$ cat src/sv/tlctt_pkg.sv
// shared types and constants for the two-level cache tag tracker
// no dependencies; used by tlctt_front, tlctt_back and the top level
`timescale 1ns / 1ps

package tlctt_pkg;

   localparam int ADDR_BITS        = 32;
   localparam int LINE_OFFSET_BITS = 6;
   localparam int SET_INDEX_BITS   = 14;
   localparam int TAG_LSB          = LINE_OFFSET_BITS + SET_INDEX_BITS;
   localparam int TAG_BITS         = ADDR_BITS - TAG_LSB;
   localparam int SET_COUNT        = 1 << SET_INDEX_BITS;
   localparam int L1_WAYS          = 2;
   localparam int L2_WAYS          = 4;
   localparam int L1_IDX_BITS      = $clog2(L1_WAYS);
   localparam int L2_IDX_BITS      = $clog2(L2_WAYS);
   localparam int COUNT_BITS       = 32;
   localparam int QUEUE_DEPTH      = 2;
   localparam int QIDX_BITS        = $clog2(QUEUE_DEPTH);
   localparam int QCNT_BITS        = $clog2(QUEUE_DEPTH + 1);

   typedef logic [SET_INDEX_BITS-1:0] set_idx_type;
   typedef logic [TAG_BITS-1:0]       tag_type;
   typedef logic [COUNT_BITS-1:0]     count_type;

   // one classified reference waiting for the back end
   typedef struct packed {
      set_idx_type set_idx;
      tag_type     tag;
   } tlctt_item_type;

   // everything kept for one set, one memory word
   typedef struct packed {
      logic [L1_WAYS-1:0]               l1_valid;
      logic [L1_WAYS-1:0][TAG_BITS-1:0] l1_tag;
      logic [L1_IDX_BITS-1:0]           l1_victim;
      logic [L2_WAYS-1:0]               l2_valid;
      logic [L2_WAYS-1:0][TAG_BITS-1:0] l2_tag;
      logic [L2_IDX_BITS-1:0]           l2_victim;
   } tlctt_set_type;

   typedef struct packed {
      logic      l1_hit;
      logic      l2_hit;
      count_type l1_miss_total;
      count_type l2_miss_total;
      count_type reference_total;
   } tlctt_result_type;

   // back end to front end
   typedef struct packed {
      logic pop;
      logic clearing;
   } tlctt_status_type;

   typedef enum logic [1:0] {
      ST_CLEAR,
      ST_FETCH,
      ST_LOOKUP
   } tlctt_state_type;

   function automatic count_type sat_inc(input count_type v);
      sat_inc = (v == '1) ? v : v + count_type'(1);
   endfunction

endpackage

$ cat src/sv/tlctt_front.sv
// front end: takes addresses, splits them into set index and tag, queues them
// depends on tlctt_pkg
`timescale 1ns / 1ps

module tlctt_front (
   input  logic                       clock,
   input  logic                       reset,
   input  logic                       req_valid,
   output logic                       req_ready,
   input  logic [31:0]                req_address,
   input  tlctt_pkg::tlctt_status_type status,
   output logic                       q_valid,
   output tlctt_pkg::tlctt_item_type  q_item
);

   tlctt_pkg::tlctt_item_type            entry_ff [tlctt_pkg::QUEUE_DEPTH];
   logic [tlctt_pkg::QIDX_BITS-1:0]      wr_ptr_ff, wr_ptr_in;
   logic [tlctt_pkg::QIDX_BITS-1:0]      rd_ptr_ff, rd_ptr_in;
   logic [tlctt_pkg::QCNT_BITS-1:0]      count_ff, count_in;
   tlctt_pkg::tlctt_item_type            new_item;
   logic                                 push;
   logic                                 pop;

   assign new_item.set_idx = req_address[tlctt_pkg::TAG_LSB-1:tlctt_pkg::LINE_OFFSET_BITS];
   assign new_item.tag     = req_address[tlctt_pkg::ADDR_BITS-1:tlctt_pkg::TAG_LSB];

   // no intake while the set memory is being swept after reset
   assign req_ready = (count_ff != tlctt_pkg::QCNT_BITS'(tlctt_pkg::QUEUE_DEPTH))
                      && !status.clearing;
   assign push      = req_valid && req_ready;
   assign q_valid   = (count_ff != '0);
   assign pop       = status.pop && q_valid;
   assign q_item    = entry_ff[rd_ptr_ff];

   always_comb begin
      wr_ptr_in = wr_ptr_ff;
      rd_ptr_in = rd_ptr_ff;
      count_in  = count_ff;
      if (push) begin
         wr_ptr_in = (wr_ptr_ff == tlctt_pkg::QIDX_BITS'(tlctt_pkg::QUEUE_DEPTH - 1)) ?
                     '0 : wr_ptr_ff + tlctt_pkg::QIDX_BITS'(1);
      end
      if (pop) begin
         rd_ptr_in = (rd_ptr_ff == tlctt_pkg::QIDX_BITS'(tlctt_pkg::QUEUE_DEPTH - 1)) ?
                     '0 : rd_ptr_ff + tlctt_pkg::QIDX_BITS'(1);
      end
      if (push && !pop) begin
         count_in = count_ff + tlctt_pkg::QCNT_BITS'(1);
      end else if (pop && !push) begin
         count_in = count_ff - tlctt_pkg::QCNT_BITS'(1);
      end
   end

   always_ff @(posedge clock) begin
      if (reset) begin
         wr_ptr_ff <= '0;
         rd_ptr_ff <= '0;
         count_ff  <= '0;
      end else begin
         wr_ptr_ff <= wr_ptr_in;
         rd_ptr_ff <= rd_ptr_in;
         count_ff  <= count_in;
      end
   end

   always_ff @(posedge clock) begin
      if (push) begin
         entry_ff[wr_ptr_ff] <= new_item;
      end
   end

endmodule

$ cat config.mk
export PLATFORM = sky130hd
export DESIGN_NAME = tlctt_front
export DESIGN_NICKNAME = d
export VERILOG_FILES = /design/src/sv/tlctt_pkg.sv /design/src/sv/tlctt_front.sv
export SDC_FILE = /design/constraint.sdc
export NUM_CORES = 1
export LEC_CHECK = 0
export BUFFER_PORTS_ARGS = -buffer_cell sky130_fd_sc_hd__buf_2
export CAP_MARGIN = 20
export CORE_ASPECT_RATIO = 0.6
export CORE_UTILIZATION = 49
export CTS_CLUSTER_SIZE = 25
export DETAILED_ROUTE_END_ITERATION = 16
export PLACE_DENSITY = 0.8
export SLEW_MARGIN = 5
export SYNTH_ARGS = -nofsm -noshare
export SYNTH_HDL_FRONTEND = slang
export SYNTH_SLANG_ARGS = --single-unit
$ cat constraint.sdc
create_clock -name clock -period 2.9 [get_ports clock]
set_input_delay 0.58 -clock clock [delete_from_list [all_inputs] [get_ports clock]]
set_output_delay 0.58 -clock clock [all_outputs]
set_load 0.01 [all_outputs]
# Word-level counts from Yosys, hierarchy flattened
# Memory sizes are Yosys's and may differ from the RTL's. A register that Yosys moved wholly into a read port is not among the register bits.
# Cells that the tools add are included.
dict set report totals {
  regBits 4
  ramBits 52
  input_bits 37
  output_inout_bits 28
  wordCells 27
  n_memories 1
}
# name depth width rd rd_ports_with_merged_regs wr line_no
set mem_list {}
lappend mem_list {entry_ff 2 26 1 1 1 tlctt_front.sv:16} ;# tlctt_pkg::tlctt_item_type entry_ff [tlctt_pkg::QUEUE_DEPTH];
dict set report classes {
  addsub 4
  eq_ne 1
  n_mux 8
  reduce_logical 10
}
# op n
set op_table {}
lappend op_table {{2-to-1 mux 1 bit} 6}
lappend op_table {{logical AND 1 bit} 5}
lappend op_table {{2-to-1 mux 2 bit} 2}
lappend op_table {{nonzero test 2 bit} 2}
lappend op_table {{logical NOT 1 bit} 3}
lappend op_table {{adder 1 bit (second input constant)} 2}
lappend op_table {{adder 2 x 1 -> 2 bit (second input constant)} 1}
lappend op_table {{!= test 2 bit (second input constant)} 1}
lappend op_table {{subtractor 2 x 1 -> 2 bit (second input constant)} 1}

# Longest topological paths before layout
dict set report logic_depth {
  word_depth 7
  ltp_mapped 6
  mapped_depth_nobuf 6
}

# Worst setup path before layout
# Ideal clock, no wire load.
dict set report synth_path {
  kind {input-to-reg}
  startpoint {input status[0] in the netlist's numbering}
  endpoint {memory entry_ff[0][0] in the netlist's numbering (enable)}
  setup_ps 412
  arrival_ps 2036
  required_time_ps 2488
  setup_slack_ps 452
  path_stages 2
  n_path_buf 0
  cell_sequence {nor3b_4 > nor2b_1}
}
dict set report synth_via {
  elab_chain_cells 5
}
# item line_no
set synth_rtl {}
lappend synth_rtl {{start, declared} tlctt_front.sv:11} ;# input tlctt_pkg::tlctt_status_type status,
lappend synth_rtl {{logical NOT 1 bit} tlctt_front.sv:29} ;# && !status.clearing;
lappend synth_rtl {{logical AND 1 bit} tlctt_front.sv:29}
lappend synth_rtl {{logical AND 1 bit} tlctt_front.sv:30} ;# assign push = req_valid && req_ready;
lappend synth_rtl {{2-to-1 mux 1 bit} tlctt_front.sv:67} ;# if (push) begin
lappend synth_rtl {{2-to-1 mux 1 bit (implied by the code)} tlctt_front.sv:68} ;# entry_ff[wr_ptr_ff] <= new_item;
lappend synth_rtl {{end, declared} tlctt_front.sv:16}
# Every way passes these cells.

==> flow_metrics.tcl <==
set metrics [dict create \
    status "completed" \
    maxCapViolCount 0 \
    postSynthCellCount 106 \
    core_um2 4120 \
    grt_pass1_wl_um 5160 \
    dieWidth_um 86.9 \
    total_power_mw 2.21 \
    fin_skew_ns 0.00347 \
    timing.final.ws_setup_ns 0.507 \
    powerDensity_nw_per_um2 824 \
    hp-class "in2reg" \
    first_iter_violations 33 \
    cts_buffer_depth 2 \
    drv_slew 0 \
    finalSetupViolations 0 \
    num_rows 18 \
    top_usage_layer "met2" \
    ys_seq_elements 57 \
    grt.total_usage 0.169 \
    yosysTopAreaCellShare 0.738 \
    synth-seq-area-share 0.785 \
    clk_pin_slew_ns 0.06 \
    min_from "req_address[31]" \
    cp.required_ns 2.32 \
    nFillCells 306 \
    post-cts-setup-buffer-count 0 \
    netlist_area_um2 2120 \
    area_growth_syn_to_layout_pct 26.6 \
    ir_drop_v 0.000521 \
    drc 0 \
    htree_levels 3 \
    num_io_pins 65 \
    cts_inserted_buffers 9 \
    cts_tree "done" \
    vias 1165 \
    io_buffer_count 58 \
    synth_cell_type_count 17 \
    globalRouteMet3Util 0.105 \
    final_util 0.650 \
    grt_max_degree 27 \
    grt_pass1_vias 1135 \
    synth_fp_nets 144 \
    grt-ovfl-total 0 \
    cts-hold-fix-buffers 0 \
    cp_max_fo 15 \
    post-place-ws_ns 0.786 \
    insertion_delay_ns 0.32 \
    max_freq_mhz 418 \
    end_kind "primary output" \
    wl_um 3480 \
    min_period_ns 2.39 \
    worstSetupPathType "reg2out" \
    final-hold-violation-count 0 \
    worst_setup_path_start_kind "flip-flop" \
    place_congestion 0.768 \
    viasPerCell 4.85 \
    routedWlPerCell_um 14.5 \
    layout.nets 213 \
    avgSynthCellArea_um2 20.0 \
    antennaDiodeCount 0 \
    clock-root-buffer "clkbuf_8" \
    ant_nets 0 \
    dieArea_um2 4600 \
    first_pass_iters 4 \
    ys_top_cells_by_area "edfxtp_1, mux2_2, dfxtp_1, xor2_1, nor2_1" \
    rsz0062_at_grt "false" \
    grtUsageMet1 0.164 \
    antenna_found_initial 0 \
    yosys_warnings 0 \
    dp_hpwl_um 2460 \
    start_util 0.514 \
    r2r_start "count_ff[0]" \
    fin_crit_sh 0.825 \
    cts_resized 0 \
    drive_above_1_share 0.572 \
    synth_area_leader_cell "edfxtp_1" \
    grtUsageMet2 0.282 \
    cts.sinks 57 \
    slew_headroom 0.602 \
    worst_slew_pin_slew_ns 0.596 \
    fp.dieH_um 52.9 \
    power.leakage_nw 1.02 \
    arrival_ns 1.81 \
    final.setup.tns_ns 0 \
]
==> kinds of logic after synthesis <==
logic type,share of synthesized area
AOI/OAI and AO/OA,0.00709
buffers and inverters,0.00945
muxes,0.144
and+or+nand+nor,0.0367
adders and majority gates,0.00591
DFF,0.785
xor gates and xnor gates,0.0124
==> power breakdown <==
group          internal [mW]  switching, mW
Sequential             0.989         0.0556
Clock                  0.382          0.265
Combinational          0.265          0.252
Total                   1.64          0.573
==> Yosys cell counts <==
cell / n
nor2b_1: 2
nor2b_2: 1
or2_2: 1
a21oi_1: 1
mux2_1: 1
buf_4: 2
nor3b_4: 1
xor2_1: 3
dfxtp_1: 5
buf_2: 1
nor2_1: 5
edfxtp_1: 52
ha_1: 1
or3_1: 1
mux2_2: 26
and2_1: 1
o21ai_0: 2
==> layout make-up <==
type / instances / area, µm² / area share
Timing Repair Buffer: 61 / 325 / 0.121
Tap cell: 60 / 75.1 / 0.0280
Clock buffer: 16 / 180 / 0.0672
Sequential cell: 57 / 1660 / 0.620
Multi-Input combinational cell: 46 / 438 / 0.163
==> final timing paths <==
kind / endpoint / slack [ns] / cells past startpoint
worst min-delay path: entry_ff[1][11] / 0.45 / 1
worst max-delay path: q_item[17] / 0.51 / 3
worst max register to register: entry_ff[1][25] / 1.04 / 4
worst min register to register: count_ff[1] / 0.52 / 2
==> layout by cell type (no fill, tap or decap), types with 2 or more instances in the layout <==
master / netlist / final
buf_2: 1 / 58
buf_4: 2 / 2
clkbuf_1: 0 / 4
clkbuf_8: 0 / 12
dfxtp_1: 5 / 5
edfxtp_1: 52 / 52
mux2_2: 26 / 26
nor2_1: 5 / 5
nor2b_2: 1 / 2
o21ai_0: 2 / 2
xor2_1: 3 / 3
==> critical path: stages (launching register included) <==
cell     delay [ns]
dfxtp_1        0.65
buf_4          0.33
mux2_2         0.37
buf_2          0.15
==> state kept, by name (all words and copies together), names as in the netlist, named ones only <==
name and cells:
wr_ptr_ff 1, rd_ptr_ff 1, entry_ff 52, count_ff 2
==> stage by stage <==
step	instances	hold WS [ns]	cell area [µm²]
finish	240	0.445	2680
global route	240	0.420	2680
CTS	240	0.426	2680
detailed placement	224	0.511	2500
global placement	224	0.481	2500
floorplan	106	0.465	2120
==> metal layers <==
metal / wire (µm) / vias to the layer above / share of wire
li1: - / 548 / -
met1: 1360 / 558 / 0.39
met2: 1740 / 51 / 0.50
met3: 296 / 8 / 0.085
met4: 89 / 0 / 0.026
met5: 0 / - / 0
Power figures use the tool's default switching activity.
